### src/rtl/kpscan_pkg.sv
// ----------------------------------------------------------------------------
// kpscan_pkg
// Types, register codes, reset values and the key table of the 4x4 keypad
// scanner.
// ----------------------------------------------------------------------------
package kpscan_pkg;

  localparam int unsigned CntW = 16;

  localparam logic REG_DEBOUNCE = 1'b0;
  localparam logic REG_TIMEOUT  = 1'b1;

  localparam logic [CntW-1:0] DEBOUNCE_RESET = 16'd20;
  localparam logic [CntW-1:0] TIMEOUT_RESET  = 16'd30000;
  localparam logic [CntW-1:0] CNT_MAX        = 16'hFFFF;

  localparam logic [3:0] ROWS_IDLE = 4'hF;

  localparam logic [1:0] REQ_TICK      = 2'd0;
  localparam logic [1:0] REQ_START     = 2'd1;
  localparam logic [1:0] REQ_START_TMO = 2'd2;

  typedef enum logic [2:0] {
    PH_IDLE   = 3'd0,
    PH_WAIT   = 3'd1,
    PH_DEBP   = 3'd2,
    PH_PROBE  = 3'd3,
    PH_PROBED = 3'd4,
    PH_WREL   = 3'd5,
    PH_DEBR   = 3'd6
  } phase_t;

  typedef struct packed {
    logic [1:0] req_type;
    logic [3:0] row_lines;
  } item_t;

  typedef struct packed {
    logic [CntW-1:0] debounce_ticks;
    logic [CntW-1:0] timeout_ticks;
  } cfg_t;

  typedef struct packed {
    logic [3:0] col_drive;
    logic       key_valid;
    logic [7:0] key_code;
    logic       timed_out;
    logic       busy_res;
  } result_t;

  // rows: '1' '2' '3' 'a' ; columns left to right
  localparam logic [7:0] KEY_TABLE [4][4] = '{
    '{8'h31, 8'h34, 8'h37, 8'h2A},
    '{8'h32, 8'h35, 8'h38, 8'h30},
    '{8'h33, 8'h36, 8'h39, 8'h23},
    '{8'h61, 8'h62, 8'h63, 8'h64}
  };

  function automatic logic [1:0] lowest_low_row(logic [3:0] rows);
    logic [1:0] idx;
    idx = 2'd0;
    priority casez (rows)
      4'b???0: idx = 2'd0;
      4'b??01: idx = 2'd1;
      4'b?011: idx = 2'd2;
      4'b0111: idx = 2'd3;
      default: idx = 2'd0;
    endcase
    return idx;
  endfunction

endpackage

### src/rtl/kpscan_cfg.sv
// ----------------------------------------------------------------------------
// kpscan_cfg
// APB register file: debounce and timeout tick counts.
// ----------------------------------------------------------------------------
module kpscan_cfg (
  input  logic               clk,
  input  logic               rst,
  input  logic               psel,
  input  logic               penable,
  input  logic               pwrite,
  input  logic [2:0]         paddr,
  input  logic [31:0]        pwdata,
  output logic [31:0]        prdata,
  output logic               pready,
  output kpscan_pkg::cfg_t   cfg
);

  logic [kpscan_pkg::CntW-1:0] debounce_ticks;
  logic [kpscan_pkg::CntW-1:0] timeout_ticks;
  logic                        reg_sel;
  logic                        wr_en;

  assign pready  = 1'b1;
  assign reg_sel = paddr[2];
  assign wr_en   = psel && penable && pwrite && pready;

  always_ff @(posedge clk) begin
    if (rst) begin
      debounce_ticks <= kpscan_pkg::DEBOUNCE_RESET;
      timeout_ticks  <= kpscan_pkg::TIMEOUT_RESET;
    end else if (wr_en) begin
      unique case (reg_sel)
        kpscan_pkg::REG_DEBOUNCE: debounce_ticks <= pwdata[kpscan_pkg::CntW-1:0];
        kpscan_pkg::REG_TIMEOUT:  timeout_ticks  <= pwdata[kpscan_pkg::CntW-1:0];
        default: ;
      endcase
    end
  end

  always_comb begin
    unique case (reg_sel)
      kpscan_pkg::REG_DEBOUNCE: prdata = {16'd0, debounce_ticks};
      kpscan_pkg::REG_TIMEOUT:  prdata = {16'd0, timeout_ticks};
      default:                  prdata = 32'd0;
    endcase
  end

  assign cfg.debounce_ticks = debounce_ticks;
  assign cfg.timeout_ticks  = timeout_ticks;

endmodule

### src/rtl/kpscan_fsm.sv
// ----------------------------------------------------------------------------
// kpscan_fsm
// Scan state machine with debounce and wait counters; one tick per step.
// ----------------------------------------------------------------------------
module kpscan_fsm (
  input  logic                  clk,
  input  logic                  rst,
  input  logic                  step,
  input  kpscan_pkg::item_t     item,
  input  kpscan_pkg::cfg_t      cfg,
  output kpscan_pkg::result_t   result
);

  kpscan_pkg::phase_t          phase, phase_next;
  logic [1:0]                  found_row, found_row_next;
  logic [1:0]                  probe_column, probe_column_next;
  logic [kpscan_pkg::CntW-1:0] debounce_count, debounce_count_next;
  logic [kpscan_pkg::CntW-1:0] wait_count, wait_count_next;
  logic                        timeout_mode, timeout_mode_next;

  logic                        pressed;
  logic [kpscan_pkg::CntW-1:0] deb_lim;
  logic [kpscan_pkg::CntW-1:0] deb_inc;
  logic [kpscan_pkg::CntW-1:0] wait_inc;
  logic                        deb_done;
  logic                        tmo_hit;
  logic [3:0]                  col_sel;

  assign pressed  = item.row_lines != kpscan_pkg::ROWS_IDLE;
  assign deb_lim  = (cfg.debounce_ticks == '0) ? 16'd1 : cfg.debounce_ticks;
  assign deb_inc  = (debounce_count != kpscan_pkg::CNT_MAX) ? debounce_count + 16'd1
                                                            : debounce_count;
  assign wait_inc = (wait_count != kpscan_pkg::CNT_MAX) ? wait_count + 16'd1 : wait_count;
  assign deb_done = deb_inc >= deb_lim;
  assign tmo_hit  = timeout_mode && (wait_count >= cfg.timeout_ticks);

  // next state
  always_comb begin
    phase_next          = phase;
    found_row_next      = found_row;
    probe_column_next   = probe_column;
    debounce_count_next = debounce_count;
    wait_count_next     = wait_count;
    timeout_mode_next   = timeout_mode;
    unique case (phase)
      kpscan_pkg::PH_WAIT: begin
        if (tmo_hit) begin
          phase_next = kpscan_pkg::PH_IDLE;
        end else begin
          wait_count_next = wait_inc;
          if (pressed) begin
            debounce_count_next = '0;
            phase_next          = kpscan_pkg::PH_DEBP;
          end
        end
      end
      kpscan_pkg::PH_DEBP: begin
        wait_count_next     = wait_inc;
        debounce_count_next = deb_inc;
        if (deb_done) begin
          if (pressed) begin
            found_row_next    = kpscan_pkg::lowest_low_row(item.row_lines);
            probe_column_next = 2'd0;
            phase_next        = kpscan_pkg::PH_PROBE;
          end else begin
            phase_next = kpscan_pkg::PH_WAIT;
          end
        end
      end
      kpscan_pkg::PH_PROBE, kpscan_pkg::PH_PROBED: begin
        if (phase == kpscan_pkg::PH_PROBED) begin
          debounce_count_next = deb_inc;
        end
        if (phase == kpscan_pkg::PH_PROBE && pressed) begin
          debounce_count_next = '0;
          phase_next          = kpscan_pkg::PH_PROBED;
        end else if (phase == kpscan_pkg::PH_PROBED && deb_done && pressed) begin
          phase_next = kpscan_pkg::PH_WREL;
        end else if (phase == kpscan_pkg::PH_PROBE || deb_done) begin
          // no answer on this column: try the next one, restart after the last
          probe_column_next = probe_column + 2'd1;
          if (probe_column == 2'd3) begin
            wait_count_next = '0;
            phase_next      = kpscan_pkg::PH_WAIT;
          end else begin
            phase_next = kpscan_pkg::PH_PROBE;
          end
        end
      end
      kpscan_pkg::PH_WREL: begin
        if (!pressed) begin
          phase_next = kpscan_pkg::PH_IDLE;
        end else begin
          debounce_count_next = '0;
          phase_next          = kpscan_pkg::PH_DEBR;
        end
      end
      kpscan_pkg::PH_DEBR: begin
        debounce_count_next = deb_inc;
        if (deb_done) begin
          if (!pressed) begin
            phase_next = kpscan_pkg::PH_IDLE;
          end else begin
            debounce_count_next = '0;
          end
        end
      end
      default: begin
        phase_next = kpscan_pkg::PH_IDLE;
        if (item.req_type == kpscan_pkg::REQ_START ||
            item.req_type == kpscan_pkg::REQ_START_TMO) begin
          timeout_mode_next   = item.req_type == kpscan_pkg::REQ_START_TMO;
          wait_count_next     = '0;
          debounce_count_next = '0;
          probe_column_next   = 2'd0;
          phase_next          = kpscan_pkg::PH_WAIT;
        end
      end
    endcase
  end

  // outputs
  always_comb begin
    result.key_valid = 1'b0;
    result.timed_out = 1'b0;
    unique case (phase)
      kpscan_pkg::PH_WAIT: begin
        result.key_valid = tmo_hit;
        result.timed_out = tmo_hit;
      end
      kpscan_pkg::PH_WREL: result.key_valid = !pressed;
      kpscan_pkg::PH_DEBR: result.key_valid = deb_done && !pressed;
      default: ;
    endcase
    result.key_code = (result.key_valid && !result.timed_out)
                      ? kpscan_pkg::KEY_TABLE[found_row][probe_column] : 8'd0;
    col_sel = 4'b0001 << probe_column_next;
    result.col_drive = (phase_next == kpscan_pkg::PH_PROBE ||
                        phase_next == kpscan_pkg::PH_PROBED) ? ~col_sel : 4'h0;
    result.busy_res = phase_next != kpscan_pkg::PH_IDLE;
  end

  always_ff @(posedge clk) begin
    if (rst) begin
      phase          <= kpscan_pkg::PH_IDLE;
      found_row      <= '0;
      probe_column   <= '0;
      debounce_count <= '0;
      wait_count     <= '0;
      timeout_mode   <= 1'b0;
    end else if (step) begin
      phase          <= phase_next;
      found_row      <= found_row_next;
      probe_column   <= probe_column_next;
      debounce_count <= debounce_count_next;
      wait_count     <= wait_count_next;
      timeout_mode   <= timeout_mode_next;
    end
  end

endmodule

### src/rtl/matrix_keypad_scanner_unit.sv
// ----------------------------------------------------------------------------
// matrix_keypad_scanner_unit
// 4x4 matrix keypad scanner: one row sample per stream transaction, one
// result per transaction.
// ----------------------------------------------------------------------------
// Each input transaction is one tick of the scanner and yields exactly one
// output transaction. A transaction is registered on entry; once the output
// register is free, the scan state machine processes it and its result lands
// in the output register. One transaction can be taken every clock cycle
// while the output is not stalled. Either side may stall at any time.
// Configuration registers (debounce at 0x0, timeout at 0x4) should only be
// written while no transaction is in flight.
module matrix_keypad_scanner_unit (
  input  logic        clk,
  input  logic        rst,
  input  logic        s_tvalid,
  output logic        s_tready,
  input  logic [7:0]  s_tdata,   // [1:0] req_type, [5:2] row_lines, [7:6] zero
  output logic        m_tvalid,
  input  logic        m_tready,
  output logic [15:0] m_tdata,   // [3:0] col_drive, [4] key_valid, [12:5] key_code,
                                 // [13] timed_out, [14] busy_res, [15] zero
  input  logic        psel,
  input  logic        penable,
  input  logic        pwrite,
  input  logic [2:0]  paddr,
  input  logic [31:0] pwdata,
  output logic [31:0] prdata,
  output logic        pready
);

  kpscan_pkg::cfg_t    cfg;
  kpscan_pkg::item_t   in_item;
  kpscan_pkg::result_t result;
  kpscan_pkg::result_t out_res;
  logic                in_valid;
  logic                advance;

  kpscan_cfg u_cfg (
    .clk     (clk),
    .rst     (rst),
    .psel    (psel),
    .penable (penable),
    .pwrite  (pwrite),
    .paddr   (paddr),
    .pwdata  (pwdata),
    .prdata  (prdata),
    .pready  (pready),
    .cfg     (cfg)
  );

  assign advance  = in_valid && (!m_tvalid || m_tready);
  assign s_tready = !in_valid || advance;

  always_ff @(posedge clk) begin
    if (rst) begin
      in_valid <= 1'b0;
    end else if (s_tready) begin
      in_valid <= s_tvalid;
    end
  end

  always_ff @(posedge clk) begin
    if (s_tready && s_tvalid) begin
      in_item.req_type  <= s_tdata[1:0];
      in_item.row_lines <= s_tdata[5:2];
    end
  end

  kpscan_fsm u_fsm (
    .clk    (clk),
    .rst    (rst),
    .step   (advance),
    .item   (in_item),
    .cfg    (cfg),
    .result (result)
  );

  always_ff @(posedge clk) begin
    if (rst) begin
      m_tvalid <= 1'b0;
    end else if (advance) begin
      m_tvalid <= 1'b1;
    end else if (m_tready) begin
      m_tvalid <= 1'b0;
    end
  end

  always_ff @(posedge clk) begin
    if (advance) begin
      out_res <= result;
    end
  end

  assign m_tdata = {1'b0, out_res.busy_res, out_res.timed_out, out_res.key_code,
                    out_res.key_valid, out_res.col_drive};

`ifndef SYNTHESIS
  a_report_ends_scan: assert property (@(posedge clk) disable iff (rst)
    m_tvalid && out_res.key_valid |-> !out_res.busy_res)
    else $error("key report while scan still busy");

  a_timeout_code: assert property (@(posedge clk) disable iff (rst)
    m_tvalid && out_res.timed_out |-> out_res.key_valid && out_res.key_code == 8'd0)
    else $error("timeout report with bad flags or code");

  a_single_column: assert property (@(posedge clk) disable iff (rst)
    m_tvalid |-> out_res.col_drive == 4'h0 || $countones(out_res.col_drive) == 3)
    else $error("more than one column driven low");

  a_input_held: assert property (@(posedge clk) disable iff (rst)
    in_valid && !advance |=> in_valid && $stable(in_item))
    else $error("stalled input transaction lost");
`endif

endmodule
### config.mk
export PLATFORM = sky130hd
export DESIGN_NAME = matrix_keypad_scanner_unit
export DESIGN_NICKNAME = d
export VERILOG_FILES = /design/src/rtl/kpscan_pkg.sv /design/src/rtl/kpscan_cfg.sv /design/src/rtl/kpscan_fsm.sv /design/src/rtl/matrix_keypad_scanner_unit.sv
export SDC_FILE = /design/constraint.sdc
export NUM_CORES = 1
export LEC_CHECK = 0
export BUFFER_PORTS_ARGS = -buffer_cell sky130_fd_sc_hd__buf_2
export CAP_MARGIN = 20
export CORE_MARGIN = 4
export CORE_UTILIZATION = 45
export DETAILED_ROUTE_END_ITERATION = 10
export PLACE_DENSITY = 0.66
export SLEW_MARGIN = 15
export SYNTH_ARGS = -nofsm -noshare
export SYNTH_HDL_FRONTEND = slang
export SYNTH_HIERARCHICAL = 1
export SYNTH_SLANG_ARGS = --single-unit
### constraint.sdc
create_clock -name clk -period 13.15 [get_ports clk]
set_input_delay 0.6575 -clock clk [delete_from_list [all_inputs] [get_ports clk]]
set_output_delay 0.6575 -clock clk [all_outputs]
set_load 0.01 [all_outputs]
Word-level counts from Yosys, hierarchy flattened
Cells that the tools add are included.

Equality and inequality tests: 23. Bitwise logic cells: 6. Magnitude comparators: 4. Shift operators: 1. Reduce and logical (&&, ||, !) cells: 34. Multiplexer cells: 49. Add/sub/neg operators: 3.

Operators with widths (number): $mux 16 (15); $pmux 16 s5 (1); $bmux 32 s2 (1); $mux 32 (2); $pmux 16 s4 (1); $pmux 32 s2 (1); $add 16x1->16 const B (2); $ge 16x16->1 (2); $ne 16x16->1 const B (2); $mux 3 (9); $bmux 8 s2 (1); $logic_not 16->1 (1); $mux 2 (8); $mux 8 (2); $pmux 3 s5 (1); $eq 3x2->1 const B (4); $eq 3x3->1 const B (4); $pmux 2 s3 (2); $logic_and 1x1->1 (10); $reduce_and 4->1 (2); $reduce_and 8->1 (1); $ge 3x3->1 const B (2); $ne 2x2->1 const B (3); $not 2->3 (2); 24 further kinds (41).

Register bits after elaboration: 95. Output and inout bits: 51. Logic and storage cells: 137. Input port bits: 50.

Longest topological paths before layout
Gate-level depths: netlist of the first run.

Word-level depth: 10. Mapped depth: 20. Mapped depth without buffers: 17.

Cells and area by module
The synthesis of the first run kept the hierarchy.

Modules (own cells, without submodules): kpscan_fsm (times used 1, area an instance 3718.6 sq um, cells an instance 499); kpscan_cfg (times used 1, area an instance 1700.4 sq um, cells an instance 169); matrix_keypad_scanner_unit (times used 1, area an instance 745.7 sq um, cells an instance 33).

Worst setup path before layout of the first run
OpenSTA, ideal clock, no wires.

Path type: reg-to-reg. Start point: register u_fsm/debounce_count[4] (netlist bit). End point: register out_res (netlist bit m_tdata[0]) (data pin). Arrival time: 4145 ps. Stages on the path, launching flop included: 20. Period minus slack after synthesis: 4413 ps. Buffers on the path: 2. Path slack: 8737 ps. Cell sequence: dfxtp_1 clkbuf_1 nand4_1 nor3_1 or3b_2 clkbuf_1 and4_1 nand3_1 nor2_1 xor2_1 ha_1 a21oi_1 o211ai_1 mux2_4 a41oi_4 o21a_4 a21oi_1 o31a_1 mux2i_1 a21oi_1.

Word-level cells in the longest chain between the ends: 10.

Ends and longest elaborated chain: from (decl) (RTL line kpscan_fsm.sv:17) `logic [kpscan_pkg::CntW-1:0] debounce_count, debounce_count_next;`; from (signal assigned) (RTL line kpscan_fsm.sv:155) `debounce_count <= debounce_count_next;`; $add 16x1->16 / $ne 16x16->1 (equally long branches) (RTL line kpscan_fsm.sv:31) `assign deb_inc = (debounce_count != kpscan_pkg::CNT_MAX) ? debounce_count + 16'd1`; $mux 16 * (RTL line kpscan_fsm.sv:31); $ge 16x16->1 * (RTL line kpscan_fsm.sv:34) `assign deb_done = deb_inc >= deb_lim;`; $logic_or 1x1->1 / $logic_and 1x1->1 (equally long branches) (RTL line kpscan_fsm.sv:79, kpscan_fsm.sv:77); $mux 3 (tied with other cells) (RTL line kpscan_fsm.sv:79) `end else if (phase == kpscan_pkg::PH_PROBE || deb_done) begin`; $mux 3 / $mux 2 (equally long branches) (RTL line kpscan_fsm.sv:77) `end else if (phase == kpscan_pkg::PH_PROBED && deb_done && pressed) begin`; $mux 3 / $mux 2 (equally long branches) (RTL line kpscan_fsm.sv:74) `if (phase == kpscan_pkg::PH_PROBE && pressed) begin`; $pmux 3 s5 / $pmux 2 s3 (equally long branches) (RTL line kpscan_fsm.sv:45) `unique case (phase)`; $eq 3x2->1 (tied with other cells) (RTL line kpscan_fsm.sv:138) `result.col_drive = (phase_next == kpscan_pkg::PH_PROBE ||`; $logic_or 1x1->1 / $not 4->4 (equally long branches) (RTL line kpscan_fsm.sv:138, kpscan_fsm.sv:139); to (signal assigned) (RTL line matrix_keypad_scanner_unit.sv:91) `out_res <= result;`; to (decl) (RTL line matrix_keypad_scanner_unit.sv:35) `kpscan_pkg::result_t out_res;`.

Every way passes the cells marked *; elsewhere a longest branch is shown, timed or not. A chain may end at the register's enable or synchronous reset.

Final worst setup path of the first run
Start point: register u_fsm/debounce_count[6] (netlist bit). End point: register out_res (netlist bit m_tdata[0]) (data pin).

Same word-level chain as after synthesis.

==> run_results.csv, run 1 <==
group,metric,value,unit
logic_synthesis,synth_flop_cell,"dfxtp_1",
cells_and_area,nNetsFinal,822,
detailed_routing,avgRoutedWirePerCell,15.04,um
place,port_buffers,62,
worst_setup_path,cp-end-kind,"register",
timing,drv_slew,0,
global_routing,grt.overflow.total,0,
cells_and_area,antenna_cells,0,
cells_and_area,drive_above_1_share,14.79,%
pwr,switching_power,0.1641,mW
logic_synthesis,netlist_area,0.006165,sq mm
pwr,power_frac_comb,11.2,%
die,die_h,125.0,um
cells_and_area,layout_commonest_cell,"dfxtp_1",
timing,relSlewSlack,38.33,%
pwr,power.leakage,2.704,nW
detailed_routing,drc,0,
place,hpwl,9944,um
cts,clkLatencyLatePin,350,ps
logic_synthesis,async_flop_share,0,%
detailed_routing,drt_pass1_iterations,5,
logic_synthesis,ys_ff_latch,95,
timing,fin_skew,6.158,ps
global_routing,grt_max_degree,98,
cells_and_area,areaGrowthSynthToFinish,8.382,%
timing,hold_viol,0,
detailed_routing,vias,5080,
worst_hold_path,hold_path_end,"in_item[0]",
die,rows,42,
detailed_routing,drtIter0Drc,304,
worst_setup_path,max_stage_delay,590,ps
logic_synthesis,synth_area_per_cell,8.794,sq um
cells_and_area,regArea,0.002112,sq mm
die,die-area,0.01564,sq mm
place,place_congestion,0.8786,
die,ios,101,
status,status,"completed",
logic_synthesis,ys_warn_count,6,
cts,post_cts_resized,0,
cells_and_area,multi_input_area,0.003573,sq mm
worst_setup_path,timing.critical_path.slowest_stage_cell,"or3b_2",
worst_hold_path,hold_depth,1,
detailed_routing,wirelength,13730,um
pwr,power_density,93.74,mW/mm^2
worst_setup_path,path_max_fanout,8,
cts,cts_setup_buffers,0,
die,dieWidth,125.0,um
global_routing,grt_antenna_before_repair,0,
timing,setup_tns,0,ps
worst_hold_path,hold_class,"input pin to register",
worst_setup_path,r2r_cells,17,
pwr,clockPowerShare,38.7,%
worst_setup_path,crit_path_cell_trace,"nand4_1, nor3_1, or3b_2, and4_1, nand3_1, nor2_1, xor2_1, ha_1, a21oi_1, o211ai_1, mux2_4, a41oi_4, o21a_4, a21oi_1, o31a_1, mux2i_1, a21oi_1",
global_routing,grt_pass1_vias,4726,
pwr,internal-power,0.4622,mW
pwr,vdd_drop_max,0.00005755,V
pwr,switching_share,26.20,%
cts,clock_sinks,95,
worst_setup_path,required,13240,ps
timing,fmax,198.5,MHz
detailed_routing,vias_per_cell,5.564,
global_routing,grt_use_total,17.18,%
logic_synthesis,syn_inst,701,
logic_synthesis,ys_types,69,
die,start_util,46.18,%
worst_setup_path,critical_path_class,"register to register",
timing,setup_viol,0,
cts,cts_root_buf,"clkbuf_16",
cts,h-tree-depth,3,
worst_setup_path,r2r_setup_slack,8110,ps
cts,clk_path_buf_depth,2,
cts,cts_buffers,9,
worst_setup_path,r2r_start,"u_fsm/debounce_count[6]",
cts,path_clk_slew,70,ps
timing,hold_slack,482.0,ps
timing,rsz0062_at_grt,"false",
logic_synthesis,yosysSeqAreaShare,34.26,%
worst_setup_path,crit_start,"u_fsm/debounce_count[6]",
cts,cts_tree,"done",
pwr,seqPwrFrac,50.1,%
worst_setup_path,crit_buf_inv,0,
timing,fin_crit_sh,38.31,%
worst_setup_path,critical-path-top-delay-family,"simple AND/OR/NAND/NOR gates",
worst_setup_path,r2r-end,"m_tdata[0]",
detailed_routing,antenna_left,0,
logic_synthesis,synth-edff-count,21,
worst_setup_path,startpoint_type,"register",
timing,worst_pin_slew,924.3,ps
cells_and_area,nFillCells,1304,
cells_and_area,final_cell_mix,"dfxtp_1 (74), buf_2 (62), nor2_1 (57), a21oi_1 (51), inv_1 (48)",
worst_setup_path,cp.arrival,5130,ps
cts,cts_hold_buffers,0,
pwr,fin_total_pwr,0.6263,mW
timing,fin_crit,5038,ps
global_routing,grt_pass1_wl,22530,um
worst_hold_path,hold_start,"s_tdata[2]",
flow_run,cap_violations,0,
worst_setup_path,crit_top_cell,"a21oi_1",
die,coreArea,0.01335,sq mm
==> kinds of logic (layout without fill, tap and decap cells) <==
kind of cell | Yosys count | after routing | share of synthesized area [%]
simple gates | 232 | 232 | 19.75
compound gates | 148 | 148 | 16.70
buf+inv | 108 | 129 | 8.687
flops | 95 | 95 | 34.26
mux | 61 | 61 | 10.39
fa+ha+maj | 40 | 40 | 8.119
xor+xnor | 13 | 13 | 1.847
other cells | 4 | 19 | 0.2435
==> worst register-to-register path: stages (launching register included) <==
cell	delay, ps
dfxtp_1	430
nand4_1	250
nor3_1	350
or3b_2	590
and4_1	270
nand3_1	160
nor2_1	110
xor2_1	180
ha_1	320
a21oi_1	310
o211ai_1	140
mux2_4	300
a41oi_4	290
o21a_4	210
a21oi_1	60
o31a_1	390
mux2i_1	330
a21oi_1	80
==> stage by stage <==
stage / util (%) / setup WS [ps] / cells / area, sq um
after floorplan: - / 8737 / 716 / 6221
after global placement: 48.06 / 8284 / 897 / 6415
after detailed placement: 48.06 / 8214 / 897 / 6415
after CTS: 50.06 / 8182 / 913 / 6681
after global routing: 50.06 / 7817 / 913 / 6681
final: 50.06 / 8112 / 913 / 6681
==> cell type report <==
class / count / area share (%)
timing repair buffer: 64 / 4.869
clock inverter: 5 / 0.5056
multi-input combinational: 513 / 53.48
clock buffer: 11 / 3.483
sequential: 95 / 31.61
inverter: 49 / 2.753
tap: 176 / 3.296
==> synthesized netlist by cell type (4+ instances only) <==
cell type,instances,area [sq um]
nand2_1,42,157.7
xnor2_1,8,70.07
mux2i_1,40,400.4
and2_1,6,37.54
a21o_1,6,45.04
a211oi_1,11,82.58
o211ai_1,4,30.03
nand4_1,12,75.07
nand3_1,24,120.1
nand2b_1,47,294.0
buf_6,4,45.04
conb_1,4,15.01
xor2_1,5,43.79
a22oi_1,8,60.06
ha_1,40,500.5
dfxtp_1,74,1481
and3_1,9,56.30
and4_1,5,43.79
edfxtp_1,21,630.6
buf_2,4,20.02
clkbuf_1,27,101.4
o21ai_0,18,90.09
a311oi_1,17,148.9
mux2_2,20,225.2
nor2_1,57,214.0
a21oi_1,51,255.2
buf_4,21,157.7
nor3_1,10,50.05
inv_1,48,180.2
==> worst max-delay path by stage <==
| stage | to | slack (ps) | depth (start not counted) |
|---|---|---|---|
| after floorplan | m_tdata[0] | 8740 | 19 |
| after global placement | m_tdata[0] | 8280 | 17 |
| after CTS | m_tdata[0] | 8180 | 17 |
| after detailed placement | m_tdata[0] | 8210 | 17 |
| final | m_tdata[0] | 8110 | 17 |
| after global routing | m_tdata[3] | 7820 | 17 |
==> registers in the layout, indices dropped and copies added, names as in the netlist, 2 cells and up <==
name,cells
u_cfg/debounce_ticks,16
u_cfg/timeout_ticks,16
u_fsm/debounce_count,16
u_fsm/wait_count,16
m_tdata,15
in_item,6
u_fsm/phase,3
u_fsm/found_row,2
u_fsm/probe_column,2
==> power by group through the flow <==
stage	Sequential [mW]	Combinational (mW)	Clock, mW
2_1_floorplan	0.317	0.0570	0
3_3_place_gp	0.320	0.0676	0
3_5_place_dp	0.320	0.0699	0
4_1_cts	0.313	0.0702	0.249
5_1_grt	0.315	0.0780	0.259
6_report	0.313	0.0704	0.242
==> per-layer routing <==
layer | track usage (%) | part of all wire (%) | vias up | wire length, um
li1 | - | - | 2538 | -
met3 | 3.497 | 5.1 | 12 | 696
met5 | 0 | 0 | - | 0
met4 | 5.038 | 0.93 | 0 | 128
met1 | 22.28 | 45 | 2395 | 6246
met2 | 29.04 | 49 | 135 | 6661
(Power assumes the default switching activity.)
==> run 2: changes to the inputs <==
==> constraint.sdc (replaced) <==
create_clock -name clk -period 4.7 [get_ports clk]
set_input_delay 0.235 -clock clk [delete_from_list [all_inputs] [get_ports clk]]
set_output_delay 0.235 -clock clk [all_outputs]
set_load 0.01 [all_outputs]
==> run 2 against run 1 <==
Against the previous run: design area grew 2.8%; critical path type unchanged; total power grew to 2.9 times the previous value; worst setup slack lost 7900 ps; largest cell class unchanged; register-to-register slack lost 7900 ps.
==> run_results.csv, run 2 (synthesized netlist as in run 1, its figures left out) <==
group,metric,value,unit
cts,clkLatencyLatePin,350,ps
place,place_congestion,0.8683,
die,coreArea,0.01335,sq mm
cells_and_area,nFillCells,1276,
detailed_routing,vias_per_cell,5.527,
pwr,power_density,264.8,mW/mm^2
cells_and_area,areaGrowthSynthToFinish,11.47,%
global_routing,grt_use_total,17.68,%
cells_and_area,layout_commonest_cell,"dfxtp_1",
timing,relSlewSlack,36.50,%
worst_setup_path,startpoint_type,"register",
timing,fin_crit,4462,ps
global_routing,grt.overflow.total,0,
flow_run,cap_violations,0,
worst_setup_path,critical_path_class,"register to register",
cells_and_area,final_cell_mix,"dfxtp_1 (73), buf_2 (62), nor2_1 (57), a21oi_1 (50), inv_1 (48)",
timing,fin_skew,9.381,ps
cts,clock_sinks,95,
timing,rsz0062_at_grt,"false",
pwr,switching_power,0.4544,mW
timing,setup_viol,0,
cells_and_area,nNetsFinal,837,
status,status,"completed",
detailed_routing,drc,0,
global_routing,grt_antenna_before_repair,0,
timing,drv_slew,0,
global_routing,grt_pass1_wl,23080,um
pwr,switching_share,24.97,%
worst_setup_path,cp.arrival,4710,ps
timing,fin_ws,237.7,ps
pwr,seqPwrFrac,48.2,%
place,place_ws,129.2,ps
die,die_h,125.0,um
die,ios,101,
cts,h-tree-depth,3,
cts,path_clk_slew,60,ps
timing,worst_pin_slew,951.8,ps
timing,setup_tns,0,ps
worst_setup_path,required,4950,ps
detailed_routing,avgRoutedWirePerCell,15.31,um
detailed_routing,drt_pass1_iterations,5,
place,place_area,0.006533,sq mm
pwr,power.leakage,2.803,nW
global_routing,grt_max_degree,73,
pwr,clockPowerShare,40.6,%
cells_and_area,drive_above_1_share,17.42,%
place,port_buffers,62,
cts,cts_tree,"done",
timing,fmax,224.1,MHz
cts,cts_root_buf,"clkbuf_16",
die,die-area,0.01564,sq mm
die,rows,42,
cts,cts_buffers,9,
detailed_routing,drtIter0Drc,248,
cells_and_area,fin_area,0.006872,sq mm
pwr,power_frac_comb,11.2,%
detailed_routing,vias,5129,
global_routing,grt_pass1_vias,4891,
die,start_util,46.18,%
pwr,vdd_drop_max,0.0001872,V
place,place_inst,911,
worst_hold_path,hold_class,"input pin to register",
worst_setup_path,path_max_fanout,13,
pwr,internal-power,1.365,mW
die,dieWidth,125.0,um
cells_and_area,stdcell_count,928,
detailed_routing,wirelength,14200,um
worst_setup_path,r2r_setup_slack,240,ps
timing,hold_viol,0,
worst_setup_path,cp-end-kind,"register",
place,hpwl,10240,um
cells_and_area,antenna_cells,0,
detailed_routing,antenna_left,0,
timing,fin_crit_sh,94.94,%
cts,clk_path_buf_depth,2,
## run 2: cell types whose count changed in the layout (fill, tap and decap cells not counted), sizes merged
cell | previous run | this run
buf | 64 | 78
clkbuf | 11 | 13
clkinv | 3 | 2
clkinvlp | 2 | 1
o2111a | 1 | 2
## run 2: layer usage
layer / routed length (um) / up-vias / global-route usage (%)
met4: 226 / 0 / 5.293
met2: 6915 / 139 / 29.83
met3: 766 / 18 / 4.478
met5: 0 / - / 0
li1: - / 2567 / -
met1: 6296 / 2405 / 22.37
## run 2: timing repair
action                                  in CTS  in global routing
buffers inserted                             0                  0
resized for setup                            0                  5
endpoints found under the setup margin       0                 16
hold buffers                                 0                  0
## run 2: power groups by stage
stage | Combinational [mW] | Clock, mW | Sequential (mW)
floorplan | 0.160 | 0 | 0.886
global placement | 0.194 | 0 | 0.894
detailed placement | 0.199 | 0 | 0.895
CTS | 0.200 | 0.756 | 0.877
global route | 0.226 | 0.798 | 0.880
finish | 0.204 | 0.739 | 0.877
## run 2: stage by stage
step / total power [mW] / hold WS, ps / util, %
after floorplan: 1.046 / 297.4 / -
after global placement: 1.087 / 414.8 / 48.94
after detailed placement: 1.094 / 413.9 / 48.94
after CTS: 1.833 / 44.84 / 51.24
after global routing: 1.905 / 42.40 / 51.48
final: 1.820 / 60.31 / 51.48
## run 2: worst max-delay path: stages, from the launching register on
cell and delay (ps):
dfxtp_1 380, nand4_1 190, buf_4 190, or3_1 450, nor2_1 250, a31oi_1 120, a41oi_1 290, ha_1 300
and3_1 160, a221o_1 340, a21o_1 210, a41oi_4 260, o21a_4 210, nand4b_1 210, o2111a_4 360, o21ai_0 130
a311oi_1 290
## run 2: area by class of cell
cell class	count	area, sq um	share of cell area (%)
inverters	49	183.9	2.677
clock buffers	13	285.3	4.151
clock inverters	3	21.27	0.3095
well taps	176	220.2	3.205
multi-input cells	514	3605	52.46
repair buffers	78	442.9	6.446
flip-flops and latches	95	2113	30.75
## run 2: path summary, 6_finish.rpt
path                             end  depth (start not counted)                     from
max          u_fsm/debounce_count[6]                         16  u_fsm/debounce_count[7]
min                       in_item[2]                          1               s_tdata[4]
max reg2reg  u_fsm/debounce_count[6]                         16  u_fsm/debounce_count[7]
min reg2reg      u_fsm/wait_count[1]                          2      u_fsm/wait_count[1]
==> run 3: changes to the inputs <==
--- a/config.mk
+++ b/config.mk
@@ -7,10 +7,13 @@
 export LEC_CHECK = 0
 export BUFFER_PORTS_ARGS = -buffer_cell sky130_fd_sc_hd__buf_2
 export CAP_MARGIN = 20
+export CELL_PAD_IN_SITES_DETAIL_PLACEMENT = 1
+export CELL_PAD_IN_SITES_GLOBAL_PLACEMENT = 1
 export CORE_MARGIN = 4
-export CORE_UTILIZATION = 45
+export CORE_UTILIZATION = 43
 export DETAILED_ROUTE_END_ITERATION = 10
-export PLACE_DENSITY = 0.66
+export HOLD_SLACK_MARGIN = 0.02
+export PLACE_DENSITY_LB_ADDON = 0.1
 export SLEW_MARGIN = 15
 export SYNTH_ARGS = -nofsm -noshare
 export SYNTH_HDL_FRONTEND = slang
==> run 3 against run 2 <==
Against the previous run: sequential cell count unchanged; routed wire length grew 16%; utilization is 2.0 points lower; combinational power increased by 6%; register-to-register slack worse by 30 ps; largest cell class unchanged; final cell count increased by 0.75%; sequential share of layout area decreased by 0.11 points; design area rose by 0.42%.
==> run_results.csv, run 3 (synthesized netlist as in run 1, its figures left out) <==
group,metric,value,unit
cells_and_area,final_cell_mix,"dfxtp_1 (72), buf_2 (62), nor2_1 (56), a21oi_1 (50), inv_1 (48)",
cts,path_clk_slew,70,ps
worst_setup_path,critical_path_class,"register to register",
global_routing,grt.overflow.total,0,
place,hpwl,11740,um
timing,setup_tns,0,ps
detailed_routing,drc,0,
place,place_ws,73.63,ps
die,ios,101,
timing,relSlewSlack,38.39,%
pwr,vdd_drop_max,0.0001746,V
cells_and_area,stdcell_count,935,
global_routing,grt_use_total,20.30,%
timing,hold_viol,0,
cts,clock_sinks,95,
worst_setup_path,critical-path-top-delay-family,"simple AND/OR/NAND/NOR gates",
pwr,power.leakage,2.830,nW
pwr,internal-power,1.355,mW
worst_setup_path,cp.arrival,4740,ps
cts,cts_buffers,9,
pwr,power_density,265.9,mW/mm^2
place,place_congestion,0.8155,
worst_setup_path,path_max_fanout,12,
worst_setup_path,cp-end-kind,"register",
timing,fin_crit,4487,ps
pwr,power_frac_comb,11.8,%
flow_run,cap_violations,0,
cells_and_area,regArea,0.002115,sq mm
worst_setup_path,startpoint_type,"register",
cells_and_area,nFillCells,1651,
timing,setup_viol,0,
global_routing,grt_pass1_wl,26820,um
pwr,switching_share,26.16,%
die,die_h,127.7,um
die,coreArea,0.01393,sq mm
place,port_buffers,62,
timing,hold_slack,53.10,ps
detailed_routing,wirelength,16490,um
worst_setup_path,timing.critical_path.slowest_stage_cell,"or3b_2",
worst_setup_path,max_stage_delay,490,ps
detailed_routing,vias_per_cell,5.600,
timing,rsz0062_at_grt,"false",
global_routing,grt_antenna_before_repair,0,
cts,clk_path_buf_depth,2,
status,status,"completed",
pwr,fin_total_pwr,1.835,mW
cells_and_area,drive_above_1_share,17.88,%
die,start_util,44.24,%
die,dieWidth,127.7,um
cts,h-tree-depth,3,
pwr,clockPowerShare,40.5,%
cells_and_area,antenna_cells,0,
timing,drv_slew,0,
worst_setup_path,crit_path_cell_trace,"nand4_1, nor3_4, or3b_2, and4_1, and3_1, nand3_1, xnor2_1, ha_1, nand3_1, o221ai_1, a21o_1, o221ai_2, o21a_4, nand4b_1, o2111a_2, a21oi_1, a311oi_1",
cells_and_area,layout_commonest_cell,"dfxtp_1",
timing,fin_skew,8.396,ps
cells_and_area,nNetsFinal,840,
worst_setup_path,required,4950,ps
detailed_routing,antenna_left,0,
global_routing,grt_pass1_vias,5462,
worst_hold_path,hold_class,"input pin to register",
timing,fmax,222.8,MHz
timing,fin_ws,212.6,ps
die,die-area,0.01632,sq mm
timing,fin_crit_sh,95.48,%
cells_and_area,areaGrowthSynthToFinish,11.93,%
detailed_routing,vias,5236,
global_routing,grt_max_degree,98,
pwr,seqPwrFrac,47.7,%
cts,cts_tree,"done",
detailed_routing,avgRoutedWirePerCell,17.64,um
pwr,switching_power,0.4801,mW
cts,clkLatencyLatePin,350,ps
worst_setup_path,crit_top_cell,"nand3_1",
timing,worst_pin_slew,923.4,ps
place,place_inst,917,
die,rows,43,
cts,cts_root_buf,"clkbuf_16",
worst_setup_path,crit_buf_inv,0,
detailed_routing,drt_pass1_iterations,4,
detailed_routing,drtIter0Drc,242,
cells_and_area,multi_input_area,0.003621,sq mm
[run 3: changes by cell type in the layout (fill, tap and decap cells not counted), sizes merged]
cell / change
buf: +3
bufinv: +1
clkbuf: -2
clkinv: +2
clkinvlp: -1
[run 3: power by group through the flow]
stage | combinational [mW] | sequential (mW) | clock (mW)
global route | 0.239 | 0.877 | 0.800
global placement | 0.204 | 0.891 | 0
CTS | 0.213 | 0.874 | 0.763
floorplan | 0.160 | 0.886 | 0
detailed placement | 0.211 | 0.893 | 0
finish | 0.216 | 0.875 | 0.744
[run 3: stage by stage]
| step | utilization, % | area (sq um) |
|---|---|---|
| floorplan | - | 6221 |
| global placement | 47.02 | 6553 |
| detailed placement | 47.02 | 6553 |
| CTS | 49.19 | 6854 |
| global route | 49.52 | 6900 |
| finish | 49.52 | 6900 |
[run 3: path summary, 6_finish.rpt]
check                          start                 endpoint  slack [ps]  depth (start not counted)
min reg2reg  u_fsm/debounce_count[9]  u_fsm/debounce_count[9]         490                          1
max          u_fsm/debounce_count[6]  u_fsm/debounce_count[9]         210                         17
min                       s_tdata[0]               in_item[4]          50                          1
max reg2reg  u_fsm/debounce_count[6]  u_fsm/debounce_count[9]         210                         17
[run 3: final cells by class]
type                            count  share of cell area [%]
Sequential cell                    95                   30.64
Clock inverter                      5                  0.8341
Multi-Input combinational cell    514                   52.48
Timing Repair Buffer               81                   6.745
Tap cell                          180                   3.264
Inverter                           49                   2.665
Clock buffer                       11                   3.373
[run 3: repair_timing]
action | 4_1_cts | 5_1_grt
endpoints found under the setup margin | 7 | 37
buffers inserted | 0 | 1
hold buffers | 0 | 0
pin swaps | 0 | 3
resized for setup | 2 | 8
endpoints found under the hold margin | 0 | 0
cloned | 0 | 1
[run 3: metal layers]
layer  vias to the layer above  wire [um]  GRT usage, %
met5                         -          0             0
met4                         0        276         5.743
met3                        21        561         3.625
met2                        92       8255         36.08
met1                      2543       7400         25.16
li1                       2580          -             -
